$ cat config.mk
export PLATFORM = sky130hd
export DESIGN_NAME = rms_sound_level_db_meter
export DESIGN_NICKNAME = d
export VERILOG_FILES = /design/src/rsldm_pkg.sv /design/src/rsldm_ctrl.sv /design/src/rsldm_dp.sv /design/src/rms_sound_level_db_meter.sv
export VERILOG_INCLUDE_DIRS = /design/src /design/src/src
export SDC_FILE = /design/constraint.sdc
export NUM_CORES = 2
export LEC_CHECK = 0
export BUFFER_PORTS_ARGS = -buffer_cell sky130_fd_sc_hd__buf_4
export CORE_MARGIN = 2
export CORE_UTILIZATION = 60
export CTS_BUF_LIST = sky130_fd_sc_hd__clkbuf_16
export DETAILED_ROUTE_END_ITERATION = 10
export PLACE_DENSITY = 0.74
export SETUP_SLACK_MARGIN = 0.2
export SLEW_MARGIN = 40
export SYNTH_ARGS = -nofsm -noshare
export SYNTH_HDL_FRONTEND = slang
export SYNTH_SLANG_ARGS = --single-unit
$ cat constraint.sdc
create_clock -name clk -period 21.1 [get_ports clk]
set_input_delay 4.22 -clock clk [delete_from_list [all_inputs] [get_ports clk]]
set_output_delay 4.22 -clock clk [all_outputs]
set_load 0.01 [all_outputs]
$ cat src/rms_sound_level_db_meter_assert.svh
// ----------------------------------------------------------------------------
// Assertion macros for the sound level meter
// Clocked on clk, disabled while arst_n is low; compile with ASSERT_OFF to drop.
// ----------------------------------------------------------------------------
`ifndef RMS_SOUND_LEVEL_DB_METER_ASSERT_SVH
`define RMS_SOUND_LEVEL_DB_METER_ASSERT_SVH
`ifndef ASSERT_OFF
// property must hold at every clock edge out of reset
`define RSLDM_ASSERT(lbl, prop) \
	lbl: assert property (@(posedge clk) disable iff (!arst_n) prop) \
		else $error("rsldm assertion failed");
// expression must never be true out of reset
`define RSLDM_ASSERT_NEVER(lbl, expr) \
	`RSLDM_ASSERT(lbl, !(expr))
`else
`define RSLDM_ASSERT(lbl, prop)
`define RSLDM_ASSERT_NEVER(lbl, expr)
`endif
`endif

$ cat src/rsldm_pkg.sv
// ----------------------------------------------------------------------------
// rsldm_pkg
// Widths, constants and controller/datapath interface types of the meter.
// ----------------------------------------------------------------------------
`default_nettype none

package rsldm_pkg;

	localparam int SAMPLE_W = 10;
	localparam int SQ_W     = 19;
	localparam int SUM_W    = 29;
	localparam int CNT_W    = 11;
	localparam int MEAN_W   = 19;
	localparam int EXP_W    = 5;
	localparam int FRAC_W   = 16;
	localparam int LOG_W    = EXP_W + FRAC_W;
	localparam int X_W      = 31;
	localparam int KQ_W     = 35;
	localparam int KQ_LO_W  = 17;
	localparam int KQ_HI_W  = KQ_W - KQ_LO_W;
	localparam int PLO_W    = LOG_W + KQ_LO_W;
	localparam int PHI_W    = LOG_W + KQ_HI_W;
	localparam int PROD_W   = 56;
	localparam int LEVEL_W  = 7;
	localparam int STEP_W   = 5;

	localparam logic [CNT_W-1:0]    WIN_RESET  = 11'd128;
	localparam logic [CNT_W-1:0]    MAX_WINDOW = 11'd1024;
	localparam logic [SAMPLE_W-1:0] MID_SCALE  = 10'd512;
	// exponent of a freshly loaded quotient before normalization
	localparam logic [EXP_W-1:0]    EXP_INIT   = 5'd18;
	// 20.0 in Q16
	localparam logic [LOG_W-1:0]    LOG_TOP    = 21'd1310720;
	// 16*log10(2) in Q32
	localparam logic [KQ_W-1:0]     KQ         = 35'd20686623784;
	localparam logic [8:0]          LEVEL_TOP  = 9'd110;
	localparam logic [STEP_W-1:0]   DIV_STEPS  = 5'd19;
	localparam logic [STEP_W-1:0]   LOG_STEPS  = 5'd16;

	// commands from controller to datapath
	typedef struct packed {
		logic accept;
		logic div_step;
		logic norm_step;
		logic log_start;
		logic log_step;
		logic mul_lo;
		logic mul_hi;
		logic mul_sum;
		logic load_out;
	} cmd_t;

	// status from datapath to controller
	typedef struct packed {
		logic win_full;
		logic mean_zero;
		logic norm_done;
		logic out_free;
	} sts_t;

endpackage

`default_nettype wire

$ cat src/rsldm_ctrl.sv
// ----------------------------------------------------------------------------
// rsldm_ctrl
// Sequencer: accumulate, divide, normalize, log2, scale, deliver.
// ----------------------------------------------------------------------------
`default_nettype none

module rsldm_ctrl import rsldm_pkg::*; (
	input  wire logic clk,
	input  wire logic arst_n,
	input  wire logic s_tvalid,
	output logic      s_tready,
	input  wire sts_t sts,
	output cmd_t      cmd
);

	localparam logic [2:0] ST_IDLE = 3'd0;
	localparam logic [2:0] ST_DIV  = 3'd1;
	localparam logic [2:0] ST_NORM = 3'd2;
	localparam logic [2:0] ST_LOG  = 3'd3;
	localparam logic [2:0] ST_MLO  = 3'd4;
	localparam logic [2:0] ST_MHI  = 3'd5;
	localparam logic [2:0] ST_SUM  = 3'd6;
	localparam logic [2:0] ST_OUT  = 3'd7;

	logic [2:0]        state_q;
	logic [2:0]        state_nxt;
	logic [STEP_W-1:0] step_q;

	// next state and commands
	always_comb begin
		cmd       = '0;
		state_nxt = state_q;
		s_tready  = (state_q == ST_IDLE);
		case (state_q)
			ST_IDLE: begin
				if (s_tvalid) begin
					cmd.accept = 1'b1;
					if (sts.win_full) begin
						state_nxt = ST_DIV;
					end
				end
			end
			ST_DIV: begin
				cmd.div_step = 1'b1;
				if (step_q == DIV_STEPS - 1'b1) begin
					state_nxt = ST_NORM;
				end
			end
			ST_NORM: begin
				if (sts.mean_zero) begin
					state_nxt = ST_OUT;
				end else if (sts.norm_done) begin
					cmd.log_start = 1'b1;
					state_nxt     = ST_LOG;
				end else begin
					cmd.norm_step = 1'b1;
				end
			end
			ST_LOG: begin
				cmd.log_step = 1'b1;
				if (step_q == LOG_STEPS - 1'b1) begin
					state_nxt = ST_MLO;
				end
			end
			ST_MLO: begin
				cmd.mul_lo = 1'b1;
				state_nxt  = ST_MHI;
			end
			ST_MHI: begin
				cmd.mul_hi = 1'b1;
				state_nxt  = ST_SUM;
			end
			ST_SUM: begin
				cmd.mul_sum = 1'b1;
				state_nxt   = ST_OUT;
			end
			ST_OUT: begin
				if (sts.out_free) begin
					cmd.load_out = 1'b1;
					state_nxt    = ST_IDLE;
				end
			end
			default: begin
				state_nxt = ST_IDLE;
			end
		endcase
	end

	// advance state; restart the step count on every transition
	always_ff @(posedge clk or negedge arst_n) begin
		if (!arst_n) begin
			state_q <= ST_IDLE;
			step_q  <= '0;
		end else begin
			state_q <= state_nxt;
			if (state_nxt != state_q) begin
				step_q <= '0;
			end else begin
				step_q <= step_q + 1'b1;
			end
		end
	end

endmodule

`default_nettype wire

$ cat src/rsldm_dp.sv
// ----------------------------------------------------------------------------
// rsldm_dp
// Accumulator, restoring divider, log2 by squaring, scale multiply, output.
// ----------------------------------------------------------------------------
`default_nettype none

module rsldm_dp import rsldm_pkg::*; (
	input  wire logic                clk,
	input  wire logic                arst_n,
	input  wire cmd_t                cmd,
	output sts_t                     sts,
	input  wire logic [SAMPLE_W-1:0] sample,
	output logic                     m_tvalid,
	input  wire logic                m_tready,
	output logic [7:0]               m_tdata,
	output logic                     m_tuser,
	input  wire logic                cfg_valid,
	output logic                     cfg_ready,
	input  wire logic [CNT_W-1:0]    cfg_data
);

	logic [CNT_W-1:0]    win_len_q;
	logic [CNT_W-1:0]    win_eff;
	logic [SUM_W-1:0]    sum_q;
	logic [CNT_W-1:0]    cnt_q;
	logic [SAMPLE_W-1:0] amp;
	logic [2*SAMPLE_W-1:0] amp_sq;
	logic [SUM_W-1:0]    sum_nxt;
	logic [CNT_W-1:0]    cnt_nxt;

	logic [CNT_W-1:0]    den_q;
	logic [CNT_W-1:0]    rem_q;
	logic [MEAN_W-1:0]   dq_q;
	logic [CNT_W:0]      div_trial;
	logic [CNT_W:0]      div_diff;
	logic                div_ge;

	logic [EXP_W-1:0]    exp_q;
	logic [X_W-1:0]      x_q;
	logic [2*X_W-1:0]    x_sq;
	logic [FRAC_W-1:0]   frac_q;
	logic [LOG_W-1:0]    log_d;

	logic [PLO_W-1:0]    plo_s1;
	logic [PHI_W-1:0]    phi_s1;
	logic [PROD_W-1:0]   prod_q;
	logic [8:0]          ceil_c;
	logic [8:0]          level;
	logic                silent;

	logic                m_tvalid_q;
	logic [7:0]          m_tdata_q;
	logic                m_tuser_q;

	assign cfg_ready = 1'b1;

	// clamp the window to 1..MAX_WINDOW
	always_comb begin
		if (win_len_q == '0) begin
			win_eff = CNT_W'(1);
		end else if (win_len_q > MAX_WINDOW) begin
			win_eff = MAX_WINDOW;
		end else begin
			win_eff = win_len_q;
		end
	end

	// square of the distance from mid-scale
	assign amp     = (sample >= MID_SCALE) ? (sample - MID_SCALE) : (MID_SCALE - sample);
	assign amp_sq  = amp * amp;
	assign sum_nxt = sum_q + SUM_W'(amp_sq[SQ_W-1:0]);
	assign cnt_nxt = cnt_q + 1'b1;

	// restoring divide step
	assign div_trial = {rem_q, dq_q[MEAN_W-1]};
	assign div_diff  = div_trial - {1'b0, den_q};
	assign div_ge    = (div_trial >= {1'b0, den_q});

	// log2 fraction by repeated squaring of the Q30 mantissa
	assign x_sq  = x_q * x_q;
	assign log_d = LOG_TOP - {exp_q, frac_q};

	// level = 110 - ceil(P / 2^48), floored at zero
	assign ceil_c = {1'b0, prod_q[PROD_W-1:48]} + 9'(|prod_q[47:0]);
	assign level  = (ceil_c > LEVEL_TOP) ? 9'd0 : (LEVEL_TOP - ceil_c);
	assign silent = (dq_q == '0);

	assign sts.win_full  = (cnt_nxt >= win_eff);
	assign sts.mean_zero = silent;
	assign sts.norm_done = dq_q[MEAN_W-1];
	assign sts.out_free  = !m_tvalid_q || m_tready;

	// configuration, accumulator and output valid
	always_ff @(posedge clk or negedge arst_n) begin
		if (!arst_n) begin
			win_len_q  <= WIN_RESET;
			sum_q      <= '0;
			cnt_q      <= '0;
			m_tvalid_q <= 1'b0;
		end else begin
			if (cfg_valid) begin
				win_len_q <= cfg_data;
			end
			if (cmd.accept) begin
				if (sts.win_full) begin
					sum_q <= '0;
					cnt_q <= '0;
				end else begin
					sum_q <= sum_nxt;
					cnt_q <= cnt_nxt;
				end
			end
			if (cmd.load_out) begin
				m_tvalid_q <= 1'b1;
			end else if (m_tready) begin
				m_tvalid_q <= 1'b0;
			end
		end
	end

	// divider, log and scale registers
	always_ff @(posedge clk) begin
		if (cmd.accept && sts.win_full) begin
			den_q <= cnt_nxt;
			rem_q <= {1'b0, sum_nxt[SUM_W-1:MEAN_W]};
			dq_q  <= sum_nxt[MEAN_W-1:0];
			exp_q <= EXP_INIT;
		end
		if (cmd.div_step) begin
			rem_q <= div_ge ? div_diff[CNT_W-1:0] : div_trial[CNT_W-1:0];
			dq_q  <= {dq_q[MEAN_W-2:0], div_ge};
		end
		if (cmd.norm_step) begin
			dq_q  <= {dq_q[MEAN_W-2:0], 1'b0};
			exp_q <= exp_q - 1'b1;
		end
		if (cmd.log_start) begin
			x_q    <= {dq_q, (X_W - MEAN_W)'(0)};
			frac_q <= '0;
		end
		if (cmd.log_step) begin
			x_q    <= x_sq[2*X_W-1] ? x_sq[2*X_W-1:X_W] : x_sq[2*X_W-2:X_W-1];
			frac_q <= {frac_q[FRAC_W-2:0], x_sq[2*X_W-1]};
		end
		if (cmd.mul_lo) begin
			plo_s1 <= PLO_W'(log_d) * PLO_W'(KQ[KQ_LO_W-1:0]);
		end
		if (cmd.mul_hi) begin
			phi_s1 <= PHI_W'(log_d) * PHI_W'(KQ[KQ_W-1:KQ_LO_W]);
		end
		if (cmd.mul_sum) begin
			prod_q <= PROD_W'({phi_s1, KQ_LO_W'(0)}) + PROD_W'(plo_s1);
		end
		if (cmd.load_out) begin
			m_tdata_q <= silent ? 8'd0 : {1'b0, level[LEVEL_W-1:0]};
			m_tuser_q <= silent;
		end
	end

	assign m_tvalid = m_tvalid_q;
	assign m_tdata  = m_tdata_q;
	assign m_tuser  = m_tuser_q;

endmodule

`default_nettype wire

$ cat src/rms_sound_level_db_meter.sv
// ----------------------------------------------------------------------------
// rms_sound_level_db_meter
// Mean-square sound level meter with a calibrated whole-decibel output.
// ----------------------------------------------------------------------------
// Input stream s_*: one 10-bit ADC sample per transaction, mid-scale 512 is
// silence. Output stream m_*: one level per window of window_len samples.
// cfg_* writes window_len (0 acts as 1, above 1024 acts as 1024); write it
// only while the block is idle. cfg_ready is always high.
// A sample that does not close the window is just accumulated. A closing
// sample starts the end-of-window sequence: restoring division, leading-one
// normalization, the squaring loop of the log2 unit, split multiply and sum,
// and the output load, which waits until the output register is free;
// a zero mean skips from normalization straight to the output load.
// The squaring multiplier in the log2 loop and the one-bit-per-cycle divider
// set the length of the sequence; s_tready stays low during the sequence.
// The result sits in an output register: while the receiver stalls, further
// samples are still taken until the next window closes, and then the block
// waits with the new level until the old one is taken.
// Reset clears the accumulator, the sample count and the output valid, and
// sets window_len to 128.
// ----------------------------------------------------------------------------
`default_nettype none

`include "rms_sound_level_db_meter_assert.svh"

module rms_sound_level_db_meter import rsldm_pkg::*; (
	input  wire logic        clk,
	input  wire logic        arst_n,
	input  wire logic        s_tvalid,
	output logic             s_tready,
	input  wire logic [15:0] s_tdata,    // [9:0] sample, [15:10] zero
	output logic             m_tvalid,
	input  wire logic        m_tready,
	output logic [7:0]       m_tdata,    // [6:0] level_db, [7] zero
	output logic             m_tuser,    // [0] silent
	input  wire logic        cfg_valid,
	output logic             cfg_ready,
	input  wire logic [10:0] cfg_data    // window_len
);

	cmd_t cmd;
	sts_t sts;

	rsldm_ctrl u_ctrl (
		.clk      (clk),
		.arst_n   (arst_n),
		.s_tvalid (s_tvalid),
		.s_tready (s_tready),
		.sts      (sts),
		.cmd      (cmd)
	);

	rsldm_dp u_dp (
		.clk       (clk),
		.arst_n    (arst_n),
		.cmd       (cmd),
		.sts       (sts),
		.sample    (s_tdata[SAMPLE_W-1:0]),
		.m_tvalid  (m_tvalid),
		.m_tready  (m_tready),
		.m_tdata   (m_tdata),
		.m_tuser   (m_tuser),
		.cfg_valid (cfg_valid),
		.cfg_ready (cfg_ready),
		.cfg_data  (cfg_data)
	);

	// checks
	`RSLDM_ASSERT(a_one_cmd, $onehot0(cmd))
	`RSLDM_ASSERT(a_load_when_free, cmd.load_out |-> (!m_tvalid || m_tready))
	`RSLDM_ASSERT(a_silent_zero, (m_tvalid && m_tuser) |-> (m_tdata == 8'd0))
	`RSLDM_ASSERT(a_level_range, (m_tvalid && !m_tuser) |-> (m_tdata >= 8'd13 && m_tdata <= 8'd100))
	`RSLDM_ASSERT_NEVER(a_no_accept_busy, cmd.accept && $past(cmd.accept && sts.win_full))

endmodule

`default_nettype wire
==> flow_metrics.tcl <==
set metrics [dict create \
    min_period_ns 12.11 \
    drtIter0Drc 2279 \
    slowest_delay_ns 0.59 \
    drv_cap 0 \
    yosys.area_share.simple 0.109 \
    clk_latency_ns 0.59 \
    relSlewSlack 0.429 \
    final_common_cell "inv_1" \
    synth_area_leaders "fa_1, ha_1, edfxtp_1" \
    drcViolationCount 0 \
    ant_nets 0 \
    grt_max_degree 61 \
    antenna_found_initial 1 \
    yosysWarnings 0 \
    crit_start "s_tdata[0]" \
    fmax_mhz 82.6 \
    holdBufCountCts 0 \
    r2r_cells 24 \
    grt_usage 0.280 \
    routabilityCongestion 0.914 \
    timing.final.crit_share 0.574 \
    numCtsBuffers 29 \
    setup_viol 0 \
    status "completed" \
    yosys-mux-area-fraction 0.00816 \
    cp_slowest_cell "o21ai_0" \
    n_antenna_cell 0 \
    syn-cell-area_um2 52300 \
    crit_fanout 12 \
    yosysUniqueCellTypes 88 \
    worstHoldStart "u_dp.plo_s1[14]$_DFFE_PP_" \
    start_kind "input port" \
    critical_path_arrival_ns 12.45 \
    core.rowCount 108 \
    grt_pass1_wl_um 201000 \
    crit_family "adder cells" \
    synth_largest_area_cell "fa_1" \
    synth_top_area_frac 0.352 \
    cp_num_cells 31 \
    setup.worst_path.end "u_dp.rem_q[1]$_DFFE_PP_" \
    grt_overflow 0 \
    cts_sinks 286 \
    synth_edf_count 225 \
    wl_per_cell_um 18.4 \
    wirelength_um 120000 \
    clk_pin_slew_ns 0.07 \
    cts_setup_buffers 0 \
    crit_required_ns 21.43 \
    cts_tree "built" \
    path_buf_inv 5 \
    core_area_um2 86600 \
    vias 36641 \
    regArea_um2 8280 \
    synth-compound-area-share 0.0763 \
    synth_fa_ha_area_frac 0.504 \
    fin_skew_ns 0.0111 \
    final_cell_mix "inv_1, fa_1, ha_1" \
    hold_viol 0 \
    start_util 0.604 \
    pin_count 44 \
    synth-seq-cells 286 \
    dpl.hpwl_um 95100 \
    syn_avg_cell_area_um2 9.72 \
    cts_resized 0 \
    syn_to_final_growth_pct 5.11 \
    first_pass_iters 6 \
    fin_nets 6944 \
    cp-end-kind "register" \
    crit_type "in2reg" \
    cts_root_buf "clkbuf_16" \
    clockBufferDepth 3 \
    die_w_um 299 \
    hp-class "reg2reg" \
    ys.flop_type "edfxtp_1" \
    worst_pin_slew_ns 0.856 \
    synth_top_family_by_area "adder cells" \
    ctsHtreeMaxLevel 1 \
    synth_async_sr_flop_share 0.210 \
    synthCells 5377 \
    tns_ns 0 \
    grt_pass1_vias 39174 \
    synth-xor-area-share 0.0400 \
    die_y_um 299 \
    grt_setup_unrepaired "false" \
    fp.dieArea_um2 89500 \
    r2r_setup_slack_ns 11.51 \
    crit-reg2reg-launch "u_dp.x_q[8]$_SDFFCE_PN0P_" \
    portBuffers 35 \
    drv_slew 0 \
    fill_cells 7097 \
    r2r-end "u_dp.x_q[12]$_DFFE_PP_" \
    drive_gt1_frac 0.0396 \
    multi_input_area_um2 38800 \
    via_per_inst 5.61 \
    yosysSeqAreaShare 0.158 \
]
## cell type report
cell class              instances  area share
clock buffers                  29      0.0132
clock inverters                24     0.00451
inverters                    1286      0.0878
multi-input cells            3664       0.705
flip-flops and latches        286       0.151
well taps                    1155      0.0263
repair buffers                 90      0.0124
## how the worst min path moves through the flow
stage	to	cells past startpoint
floorplan	u_dp.prod_q[10]$_DFFE_PP_	0
global placement	u_dp.prod_q[16]$_DFFE_PP_	0
detailed placement	u_dp.prod_q[10]$_DFFE_PP_	0
CTS	u_dp.prod_q[8]$_DFFE_PP_	0
global route	u_dp.prod_q[10]$_DFFE_PP_	0
finish	u_dp.prod_q[14]$_DFFE_PP_	0
## flip-flops by register name (all words and copies together) (netlist names)
| signal | cells |
|---|---|
| u_dp.frac_q | 16 |
| u_dp.plo_s1 | 34 |
| u_dp.exp_q | 5 |
| u_dp.rem_q | 11 |
| u_dp.cnt_q | 11 |
| u_dp.sum_q | 29 |
| u_dp.den_q | 11 |
| u_ctrl.state_q | 3 |
| u_dp.m_tvalid | 1 |
| u_dp.prod_q | 53 |
| u_ctrl.step_q | 5 |
| u_dp.phi_s1 | 38 |
| u_dp.m_tdata | 7 |
| u_dp.x_q | 31 |
| u_dp.dq_q | 19 |
| u_dp.win_len_q | 11 |
| u_dp.m_tuser | 1 |
## metrics by stage
stage	area [um2]	hold WS [ns]	std cells	utilization	worst slack (ns)
after floorplan	52300	0.400	5384	-	9.41
after global placement	53900	0.401	6481	0.622	8.43
after detailed placement	54000	0.405	6481	0.623	8.46
after CTS	54900	0.419	6534	0.634	9.08
after global routing	55000	0.424	6534	0.635	8.25
final	55000	0.418	6534	0.635	8.99
## worst register-to-register path: stages (launching register included)
cell	delay [ns]
edfxtp_1	0.33
buf_4	0.39
clkinv_1	0.71
nor2_1	0.43
inv_1	0.11
fa_1	0.50
fa_1	0.52
fa_1	0.49
fa_1	0.55
inv_1	0.06
fa_1	0.55
fa_1	0.44
fa_1	0.52
fa_1	0.44
ha_1	0.37
a21oi_1	0.23
o211ai_1	0.15
or4_1	0.44
a21o_1	0.21
o2111ai_2	0.37
a2111oi_4	0.16
nor3_4	0.31
or3_2	0.46
nand2_2	0.24
a221o_1	0.37
## routing by layer
| metal | GRT usage | wire (um) |
|---|---|---|
| met1 | 0.373 | 49200 |
| met4 | 0.0861 | 4100 |
| met5 | 0 | 11 |
| met2 | 0.484 | 59700 |
| met3 | 0.0313 | 7260 |
## synthesized netlist by cell type, types with 8 or more instances
master and instances:
a211oi_1 15, a21boi_0 9, a21o_1 82, a21oi_1 167, a31oi_1 15, and2_1 176
and3_1 28, and4_1 8, clkbuf_1 131, dfrtp_1 59, edfxtp_1 225, fa_1 919
ha_1 636, inv_1 1281, mux2_2 21, mux2i_1 19, nand2_1 507, nand2b_1 18
nand3_1 57, nand4_1 43, nor2_1 222, nor2b_1 29, nor3_1 44, nor3b_1 10
nor4_1 24, o211ai_1 26, o21a_1 18, o21ai_0 124, o21bai_1 34, o31ai_1 26
or2_2 16, or3_1 11, or4_1 8, xnor2_1 158, xor2_1 81
## kinds of logic (layout without fill, tap and decap cells)
logic type / after synthesis / after routing
xor+xnor: 239 / 239
simple gates: 1214 / 1214
buf+inv: 1434 / 1429
compound gates: 607 / 607
fa+ha+maj: 1555 / 1555
flops: 286 / 286
mux: 40 / 40
other cells: 2 / 9
Power is left out: the tool's default activity adds up to more than one toggle a clock period on the data nets, which glitch-free logic cannot reach.
